===== src/rtl/ppue_pkg.sv =====
package ppue_pkg;

  localparam int unsigned Capacity = 1024;
  localparam int unsigned IdxW     = $clog2(Capacity);
  localparam int unsigned CntW     = $clog2(Capacity + 1);
  localparam int unsigned OutCntW  = 11;
  localparam int unsigned CfgIdxW  = 1;

  localparam logic [CfgIdxW-1:0] CfgStartColor = 1'b0;
  localparam logic [CfgIdxW-1:0] CfgEndColor   = 1'b1;

  localparam logic CmdAdd    = 1'b0;
  localparam logic CmdUpdate = 1'b1;

  typedef struct packed {
    logic               cmd;
    logic signed [31:0] pos_x;
    logic signed [31:0] pos_y;
    logic signed [31:0] pos_z;
    logic signed [31:0] vel_x;
    logic signed [31:0] vel_y;
    logic signed [31:0] vel_z;
    logic        [31:0] life_span;
    logic        [31:0] time_step;
  } ppue_in_t;

  typedef struct packed {
    logic               accepted;
    logic [OutCntW-1:0] live_count;
  } ppue_out_t;

  // one particle record as it sits in the store
  typedef struct packed {
    logic [31:0] px;
    logic [31:0] py;
    logic [31:0] pz;
    logic [31:0] vx;
    logic [31:0] vy;
    logic [31:0] vz;
    logic [31:0] life;
    logic [63:0] col;
  } ppue_rec_t;

  localparam int unsigned RecW = $bits(ppue_rec_t);

  typedef enum logic [3:0] {
    ST_IDLE,
    ST_ADD,
    ST_RD,
    ST_WAIT,
    ST_CHECK,
    ST_MUL,
    ST_DIV,
    ST_WB,
    ST_MOVE_RD,
    ST_MOVE_WAIT,
    ST_MOVE_WB,
    ST_DONE
  } ppue_state_e;

  // controller to datapath
  typedef struct packed {
    logic load_in;
    logic add_wr;
    logic rd_cur;
    logic rd_last;
    logic mul_go;
    logic div_go;
    logic upd_wr;
    logic move_wr;
    logic cnt_dec;
    logic idx_inc;
    logic idx_clr;
    logic res_ld;
  } ppue_cmd_t;

  // datapath to controller
  typedef struct packed {
    logic full;
    logic walk_end;
    logic expired;
    logic div_busy;
    logic is_last;
  } ppue_stat_t;

endpackage


===== src/rtl/ppue_ctrl.sv =====
module ppue_ctrl
  import ppue_pkg::*;
(
  input  logic       clk_i,
  input  logic       rst_ni,
  input  logic       in_valid_i,
  input  logic       in_cmd_i,
  output logic       in_stall_o,
  output logic       out_valid_o,
  input  logic       out_stall_i,
  output logic       out_accepted_o,
  output ppue_cmd_t  cmd_o,
  input  ppue_stat_t stat_i
);

  ppue_state_e state_q, state_d;
  logic        is_upd_q, is_upd_d;
  logic [1:0]  ch_q, ch_d;
  logic        ovalid_q, ovalid_d;
  logic        oacc_q, oacc_d;
  logic        res_acc_q, res_acc_d;

  always_ff @(posedge clk_i or negedge rst_ni) begin
    if (!rst_ni) begin
      state_q   <= ST_IDLE;
      is_upd_q  <= 1'b0;
      ch_q      <= '0;
      ovalid_q  <= 1'b0;
      oacc_q    <= 1'b0;
      res_acc_q <= 1'b0;
    end else begin
      state_q   <= state_d;
      is_upd_q  <= is_upd_d;
      ch_q      <= ch_d;
      ovalid_q  <= ovalid_d;
      oacc_q    <= oacc_d;
      res_acc_q <= res_acc_d;
    end
  end

  always_comb begin
    state_d   = state_q;
    is_upd_d  = is_upd_q;
    ch_d      = ch_q;
    ovalid_d  = ovalid_q;
    oacc_d    = oacc_q;
    res_acc_d = res_acc_q;
    cmd_o     = '0;
    in_stall_o = 1'b1;
    if (ovalid_q && !out_stall_i) ovalid_d = 1'b0;
    case (state_q)
      ST_IDLE: begin
        in_stall_o = 1'b0;
        if (in_valid_i) begin
          cmd_o.load_in = 1'b1;
          cmd_o.idx_clr = 1'b1;
          is_upd_d = (in_cmd_i == CmdUpdate);
          state_d  = (in_cmd_i == CmdUpdate) ? ST_RD : ST_ADD;
        end
      end
      ST_ADD: begin
        cmd_o.add_wr = !stat_i.full;
        oacc_d  = !stat_i.full;
        state_d = ST_DONE;
      end
      ST_RD: begin
        if (stat_i.walk_end) begin
          oacc_d  = 1'b1;
          state_d = ST_DONE;
        end else begin
          cmd_o.rd_cur = 1'b1;
          state_d = ST_WAIT;
        end
      end
      ST_WAIT: state_d = ST_CHECK;
      ST_CHECK: begin
        if (stat_i.expired) begin
          state_d = stat_i.is_last ? ST_MOVE_WB : ST_MOVE_RD;
        end else begin
          cmd_o.mul_go = 1'b1;
          ch_d    = '0;
          state_d = ST_MUL;
        end
      end
      ST_MUL: begin
        cmd_o.div_go = 1'b1;
        state_d = ST_DIV;
      end
      ST_DIV: begin
        if (!stat_i.div_busy) begin
          if (ch_q == 2'd3) begin
            state_d = ST_WB;
          end else begin
            ch_d = ch_q + 2'd1;
            cmd_o.div_go = 1'b1;
          end
        end
      end
      ST_WB: begin
        cmd_o.upd_wr  = 1'b1;
        cmd_o.idx_inc = 1'b1;
        state_d = ST_RD;
      end
      ST_MOVE_RD: begin
        cmd_o.rd_last = 1'b1;
        state_d = ST_MOVE_WAIT;
      end
      ST_MOVE_WAIT: begin
        cmd_o.move_wr = 1'b1;
        state_d = ST_MOVE_WB;
      end
      ST_MOVE_WB: begin
        // slot is handled again with the moved record
        cmd_o.cnt_dec = 1'b1;
        state_d = ST_RD;
      end
      ST_DONE: begin
        if (!ovalid_q || !out_stall_i) begin
          ovalid_d     = 1'b1;
          res_acc_d    = oacc_q;
          cmd_o.res_ld = 1'b1;
          state_d      = ST_IDLE;
        end
      end
      default: state_d = ST_IDLE;
    endcase
  end

  assign out_valid_o    = ovalid_q;
  assign out_accepted_o = res_acc_q;

  assert property (@(posedge clk_i) disable iff (!rst_ni)
    (state_q == ST_DIV) |-> is_upd_q)
    else $error("divider running outside an update");
  assert property (@(posedge clk_i) disable iff (!rst_ni)
    cmd_o.add_wr |-> !stat_i.full)
    else $error("add written into a full pool");
  assert property (@(posedge clk_i) disable iff (!rst_ni)
    (ovalid_q && out_stall_i) |=> ovalid_q)
    else $error("result dropped while stalled");

endmodule


===== config.mk =====
export PLATFORM = sky130hd
export DESIGN_NAME = ppue_ctrl
export DESIGN_NICKNAME = d
export VERILOG_FILES = /design/src/rtl/ppue_pkg.sv /design/src/rtl/ppue_ctrl.sv
export SDC_FILE = /design/constraint.sdc
export NUM_CORES = 1
export LEC_CHECK = 0
export ABC_AREA = 1
export BUFFER_PORTS_ARGS = -buffer_cell sky130_fd_sc_hd__buf_2
export CORE_MARGIN = 3
export CORE_UTILIZATION = 46
export CTS_CLUSTER_DIAMETER = 150
export DETAILED_ROUTE_END_ITERATION = 6
export PLACE_DENSITY = 0.78
export SLEW_MARGIN = 20
export SYNTH_ARGS = -nofsm -noshare
export SYNTH_HDL_FRONTEND = slang
export SYNTH_SLANG_ARGS = --single-unit

===== constraint.sdc =====
create_clock -name clk_i -period 1.3 [get_ports clk_i]
set_input_delay 0.13 -clock clk_i [delete_from_list [all_inputs] [get_ports clk_i]]
set_output_delay 0.13 -clock clk_i [all_outputs]
set_load 0.005 [all_outputs]

# Word level (Yosys, flattened, before mapping)

Cells that the tools add are included.

$add $sub $neg: 1
Eq/ne operators: 19
Muxes and demuxes: 35
Reductions and logical operators: 13

Operators by type and width:

| cell                                           | number |
|---|---|
| one-hot mux 4 bit (11 select lines)            | 1 |
| two-way mux 4 bit                              | 6 |
| two-way mux 1 bit                              | 20 |
| == test 4 x 3 -> 1 bit (second input constant) | 4 |
| == test 4 bit (second input constant)          | 4 |
| != test 2 bit (second input constant)          | 7 |
| two-way mux 2 bit                              | 5 |
| == test 4 x 2 -> 1 bit (second input constant) | 2 |
| AND reduction 4 bit                            | 2 |
| == test 4 x 1 -> 1 bit (second input constant) | 1 |
| zero test 4 bit                                | 1 |
| one-hot mux 1 bit (2 select lines)             | 2 |
| one-hot mux 2 bit (2 select lines)             | 1 |
| AND reduction 2 bit                            | 2 |
| nonzero test 2 bit                             | 2 |
| zero test 1 bit                                | 3 |
| adder 2 x 1 -> 2 bit (second input constant)   | 1 |
| == test 2 bit (second input constant)          | 1 |
| OR reduction 2 bit                             | 1 |
| logical AND 1 bit                              | 1 |
| logical OR 1 bit                               | 1 |

Bits in registers: 9
Bits of input ports: 10
Output and inout port bits: 15
Logic and storage cells: 73

# Logic depth before layout (Yosys ltp)

Gate-level depths: netlist (run 1).

Depth in word-level cells: 5
Mapped depth: 8
Gate-level depth less buffers: 8

# Worst setup path before layout (run 1)

Ideal clock, no wire load.

Path kind: reg2out
Start: register state_q[3]
End: output port cmd_o[11] (netlist bit)
Data arrival time: 1.086 ns
Path slack: 0.084 ns
Stages on the path, launching flop included: 5
Path buffers: 1
Cell sequence: dfrtp_1 > nor2_1 > nand2_1 > nor2_1 > buf_4

RTL lines:

| item                   | RTL line        | RTL |
|---|---|---|
| from (decl)            | ppue_ctrl.sv:16 | `ppue_state_e state_q, state_d;` |
| from (signal assigned) | ppue_ctrl.sv:32 | `state_q <= state_d;` |
| to (decl)              | ppue_ctrl.sv:12 | `output ppue_cmd_t cmd_o,` |

==> results.md, run 1 <==
* Gr ovfl total at 0
* Slew Limit Headroom at 84.9%
* Crit path max fanout at 4
* RSZ-0062 raised after global routing: true
* Synth Instances at 104
* Switch Pwr at 1.43 mW
* Synthesized area per cell at 6.18 sq um
* Worst Reg-to-Reg Cells at 9
* Leak at 0.648 nW
* Mapped cell area at 643 sq um
* Int Pwr at 1.28 mW
* Total Wirelength at 3300 um
* Flop pwr share at 21.2%
* Sw Ratio at 52.8%
* Final Hold Fails at 0
* Setup TNS at -3.12 ns
* Via density at 6.21
* ANT cells at 0
* Hold path depth at 3
* Worst R2R End: state_q[0]$_DFFE_PN0P_
* Status: finished, violations left
* Pwr Total at 2.71 mW
* Simple-Gate Fraction of Synth Area at 47.7%
* Netlist cell types at 15
* Mapped Nets at 115
* Die area at 1880 sq um
* Post-synthesis adder-cell area fraction at 1.95%
* Most frequent cells in the layout: 23 x nand2_1, 23 x buf_2, 13 x nand2_2, 13 x buf_4, 9 x nor2_1
* Multiplexer share of the synthesized area at 0%
* Tightest Pin Transition at 0.227 ns
* Post-synthesis register bit count at 9
* Antenna-violating nets left at 0
* Synth area leaders: dfrtp_1 35%, nand2_1 24%, nor2_1 9.9%, inv_1 8.2%, nand3_1 7.0%
* Critical Path, Cell by Cell: buf_4, nor2_4, nand2_1, o21ai_2, buf_2
* Post-Place Cells at 144
* Complex-gate fraction of the synthesized area at 4.86%
* Num CTS Buffers at 3
* Share of cells above drive strength 1 at 59.3%
* Required @ worst endpoint at 1.17 ns
* Fin. max-slew vios at 0
* Final core occ at 94.2%
* Initial antenna violation count at 0
* Routed len/inst at 20.1 um
* Sequential area share after synthesis at 35.0%
* DRC errors left at 0
* Filler Cell Count at 44
* Worst-Skew Late Latency at 0.27 ns
* Die Y at 43.4 um
* Largest stage delay on the critical path at 0.43 ns
* Site Rows at 12
* Core box area at 1200 sq um
* CTS Sinks at 9
* WHS Endpoint: out_valid_o$_DFF_PN0_
* Hold Startpoint: out_stall_i
* Slowest cell on crit path: dfrtp_1
* Number of global-route vias before repair at 857
* Logic pwr share at 70.0%
* Yosys warns at 0
* Nets at 162
* Starting Density at 53.5%
* Die width at 43.4 um
* Worst R2R Setup Slack at -0.24 ns
* I/O Pins at 25
* Largest family of logic cells by synthesized area: simple AND/OR/NAND/NOR gates
* Fmax at 648 MHz
* Clk network pwr share at 8.8%
* Critical Path Source Type: register
* Vias at 1,018
* Post-DP HPWL at 1340 um
* Fin cells at 164
* H-tree depth at 1
* Share of the synthesized area in the top cell type at 35.0%
* Synth area leader: dfrtp_1
* Pre-antenna DRT Iters at 4
* FF/Latch Area at 229 sq um
* Min Tclk post-route at 1.54 ns
* Largest net degree at the start of global routing at 10
* Fin area at 1130 sq um
* Worst VDD drop at 1370 uV
* Kind of critical path: register to primary output
* Synth-to-Final Area Change at 75.9%
* Tcrit/Tclk final at 119%
* Root Driver: clkbuf_4
* Max_cap viols at 0
* Clk buf depth at 2
* Hold/Removal Path Class: input port to register
* Final WS setup at -0.243 ns
* Failing checks: setup timing
* Initial DRC count at 105
* CP endpoint kind: primary output
* Worst-path clk slew at 0.08 ns
* Critical path arrival at 1.41 ns
* Power per cell area at 2400 nW/um^2
* Launch point of the worst reg-to-reg path: state_q[2]$_DFFE_PN0P_
* Tot GR Track Use at 26.9%
* Placer Congestion at 0.943
* CTS tree: yes
* Dpl cell area at 796 sq um
* Final setup vio count at 20
* Area of the multi-input gates at 502 sq um
* First-pass GRT wire length at 3770 um
* Synth Area in XOR/XNOR at 0%
* Clk_skew at 0.00720 ns
* Port Buffers at 24
## cell type report
cell class / count / share of cell area, %
multi-input cells: 79 / 44.4
flip-flops and latches: 9 / 20.2
repair buffers: 44 / 26.7
well taps: 14 / 1.55
clock buffers: 4 / 2.32
inverters: 14 / 4.87
## sequential cells by signal, indices dropped and copies added, names as in the netlist
| name | count |
|---|---|
| oacc_q | 1 |
| out_valid_o | 1 |
| ch_q | 2 |
| out_accepted_o | 1 |
| state_q | 4 |
## power by group through the flow
stage          clock network [mW]  logic [mW]  registers, mW
2_1_floorplan                   0       0.634          0.490
3_3_place_gp                    0       0.937          0.508
3_5_place_dp                    0       0.952          0.507
4_1_cts                     0.218        1.39          0.506
5_1_grt                     0.235        2.00          0.582
6_report                    0.238        1.90          0.573
## critical path: cells and delay by family (launching register included)
kind                   cells  cell delay (ns)
AO/OA/AOI/OAI              1             0.08
AND/OR/NAND/NOR            2             0.33
flip-flops                 1             0.43
buffers and inverters      2             0.30
## worst max path at each step
stage / slack (ns) / to / startpoint / cells past startpoint
floorplan: 0.08 / cmd_o[11] / state_q[3]$_DFFE_PN0P_ / 4
global placement: 0.02 / state_q[1]$_DFFE_PN0P_ / state_q[3]$_DFFE_PN0P_ / 7
detailed placement: 0.007 / cmd_o[6] / state_q[3]$_DFFE_PN0P_ / 6
CTS: -0.11 / cmd_o[7] / state_q[1]$_DFFE_PN0P_ / 5
global route: -0.30 / cmd_o[9] / state_q[2]$_DFFE_PN0P_ / 5
finish: -0.24 / cmd_o[6] / state_q[3]$_DFFE_PN0P_ / 5
## kinds of logic (layout without fill, tap and decap cells)
kind of cell               count (synthesis)  in the layout
adders and majority gates                  1              1
AOI/OAI and AO/OA                          5              5
buffers and inverters                     16             62
DFF                                        9              9
and+or+nand+nor                           73             73
## what timing repair did
item / CTS / global route
resized for setup: 25 / 36
setup endpoints to repair: 13 / 19
setup buffers: 14 / 2
pin swaps: 11 / 11
hold buffers: 1 / 0
hold endpoints to repair: 9 / 0
## layer usage
metal | track usage (%) | wire [um]
met1 | 29.6 | 1100
met4 | 8.43 | 231
met5 | 0 | 0
met2 | 49.0 | 1580
met3 | 7.88 | 379
## metrics by stage
step           hold slack, ns  setup WS (ns)
4_1_cts                0.0947         -0.114
5_1_grt                 0.187         -0.304
3_3_place_gp          -0.0136         0.0234
2_1_floorplan          -0.166         0.0845
6_report                0.169         -0.243
3_5_place_dp         -0.00812        0.00692
## synth_stat cells, drive strengths merged
library cell,instances
ha,1
nor2,20
inv,14
nand3,9
buf,2
o21bai,1
a21oi,1
nand2,41
dfrtp,9
o2111ai,1
nor3,1
nand3b,2
o21ai,2
No activity file was read; power rests on OpenSTA's default activity.
==> run 2: changes to the inputs <==
Settings changed: MAX_ROUTING_LAYER set to met4.
==> results.md, run 2 (synthesis results as in run 1) <==
* Kind of critical path: register to primary output
* CP endpoint kind: primary output
* Die Y at 43.4 um (unchanged)
* Hold/Removal Path Class: input port to register
* Worst R2R End: state_q[0]$_DFFE_PN0P_
* Port Buffers at 24 (unchanged)
* Number of global-route vias before repair at 857 (unchanged)
* Required @ worst endpoint at 1.17 ns (about the same)
* Clk buf depth at 2 (unchanged)
* Vias at 996 (-2.2%)
* RSZ-0062 raised after global routing: true
* Tightest Pin Transition at 0.222 ns (-0.00572 ns)
* Tot GR Track Use at 27.7% (+0.83 points)
* Worst-path clk slew at 0.08 ns (about the same)
* Max_cap viols at 0 (unchanged)
* Crit path max fanout at 4 (unchanged)
* Routed len/inst at 18.7 um (-6.9%)
* Site Rows at 12 (unchanged)
* Critical Path Source Type: register
* Post-DP HPWL at 1340 um (unchanged)
* Share of cells above drive strength 1 at 59.3% (unchanged)
* Initial antenna violation count at 0 (unchanged)
* Starting Density at 53.5% (unchanged)
* Critical Path, Cell by Cell: buf_4, nor2_4, nand2_1, o21ai_2, buf_2
* WHS Endpoint: out_valid_o$_DFF_PN0_
* Antenna-violating nets left at 0 (unchanged)
* Clk_skew at 0.0175 ns (+0.0103 ns)
* Commonest non-fill, non-tap cell in the layout: buf_2
* Hold WS at 0.159 ns (-0.0105 ns)
* Hold Startpoint: out_stall_i
* First-pass GRT wire length at 3770 um (unchanged)
* FF/Latch Area at 229 sq um (unchanged)
* Die area at 1880 sq um (unchanged)
* Largest regs: state_q x4, ch_q x2
* CTS Sinks at 9 (unchanged)
* Core box area at 1200 sq um (unchanged)
* Dpl ws at 0.00692 ns (unchanged)
* Die width at 43.4 um (unchanged)
* Most flops, register: state_q
* Post-Place Cells at 144 (unchanged)
* Crit-path leading delay family: flip-flops
* Synth-to-Final Area Change at 74.9%
* ANT cells at 0 (unchanged)
* Pwr Total at 2.67 mW (-1.6%)
* Buf+Inv Stages, Crit Path at 2 (unchanged)
* Dpl cell area at 796 sq um (unchanged)
* Fin. max-slew vios at 0 (unchanged)
* Final WS setup at -0.273 ns (-0.0293 ns)
* Worst R2R Setup Slack at -0.24 ns (about the same)
* Total Wirelength at 3070 um (-6.9%)
* Slowest cell on crit path: dfrtp_1
* Power per cell area at 2370 nW/um^2 (-1.1%)
* Most frequent cells in the layout: 24 x buf_2, 23 x nand2_1, 13 x nand2_2, 13 x buf_4, 9 x nor2_1
* Setup TNS at -3.19 ns (-0.0692 ns)
* Largest stage delay on the critical path at 0.44 ns (about the same)
* Worst-Skew Late Latency at 0.28 ns (about the same)
* Placer Congestion at 0.960 (+1.8%)
* Fin area at 1120 sq um (-0.55%)
* Failing checks: setup timing
* Nets at 162 (unchanged)
* CTS tree: yes
* Critical path arrival at 1.44 ns (+0.03 ns)
* Largest register FFs at 4 (unchanged)
* Final setup vio count at 19 (-5.0%)
* Root Driver: clkbuf_4
* Worst Reg-to-Reg Cells at 9 (unchanged)
* Leak at 0.647 nW (about the same)
* Largest net degree at the start of global routing at 10 (unchanged)
* Launch point of the worst reg-to-reg path: state_q[2]$_DFFE_PN0P_
* Tcrit/Tclk final at 121% (+2.3 points)
* Worst VDD drop at 1400 uV (+2.3%)
* Via density at 6.07 (-2.2%)
* DRC errors left at 0 (unchanged)
* Fin cells at 164 (unchanged)
* Filler Cell Count at 42 (-4.5%)
* Final Hold Fails at 0 (unchanged)
* H-tree depth at 1 (unchanged)
* Fmax at 636 MHz (-1.9%)
* Pre-antenna DRT Iters at 5 (+1)
* Initial DRC count at 64 (-39%)
* Final core occ at 93.6% (-0.52 points)
* I/O Pins at 25 (unchanged)
* Status: finished, violations left
* Min Tclk post-route at 1.57 ns (+0.0293 ns)
* Num CTS Buffers at 3 (unchanged)
* Gr ovfl total at 0 (unchanged)
* Hold path depth at 3 (unchanged)
* Area of the multi-input gates at 502 sq um (unchanged)
* Slew Limit Headroom at 85.2% (+0.38 points)
## run 2: cell count changes in the layout (fill, tap and decap cells not counted)
cell	delta
buf_6	-1
buf_2	+1
## run 2: power by group
group / switching (mW) / internal (mW)
sequential: 0.165 / 0.403
clock: 0.123 / 0.119
combinational: 1.10 / 0.756
total: 1.39 / 1.28
## run 2: layout make-up
type                    instances  area share (%)
clock buffers                   4            2.34
inverters                      14            4.89
multi-input cells              79            44.6
flip-flops and latches          9            20.4
well taps                      14            1.56
repair buffers                 44            26.3
## run 2: timing repair
item,4_1_cts,5_1_grt
setup buffers,14,2
gates cloned,0,0
hold endpoints to repair,9,0
endpoints found under the setup margin,13,19
hold buffers,1,0
pin swaps,11,11
resized for setup,25,35
## run 2: worst max-delay path by stage
stage                                       from                      to  slack, ns  depth (start not counted)
after floorplan           state_q[3]$_DFFE_PN0P_               cmd_o[11]       0.08                          4
after global placement    state_q[3]$_DFFE_PN0P_  state_q[1]$_DFFE_PN0P_       0.02                          7
after detailed placement  state_q[3]$_DFFE_PN0P_                cmd_o[6]      0.007                          6
after CTS                 state_q[1]$_DFFE_PN0P_                cmd_o[7]      -0.11                          5
after global routing      state_q[2]$_DFFE_PN0P_  state_q[0]$_DFFE_PN0P_      -0.31                          9
final                     state_q[3]$_DFFE_PN0P_                cmd_o[6]      -0.27                          5
## run 2: metal layers
| metal | up-vias | global-route usage, % | share of wire (%) |
|---|---|---|---|
| met3 | 46 | 7.47 | 11 |
| met5 | - | - | 0 |
| met2 | 100 | 49.0 | 47 |
| met4 | 0 | 8.43 | 7.9 |
| met1 | 439 | 29.9 | 34 |
| li1 | 411 | - | - |
## run 2: worst reg2reg max path: stages (launching register included)
cell and delay [ns]:
dfrtp_2 0.48, nor2_1 0.18, buf_4 0.18, nand2_1 0.08
buf_4 0.15, nand2_2 0.09, nor2_1 0.06, nand2_1 0.09
nand2_1 0.07, nand2_1 0.09
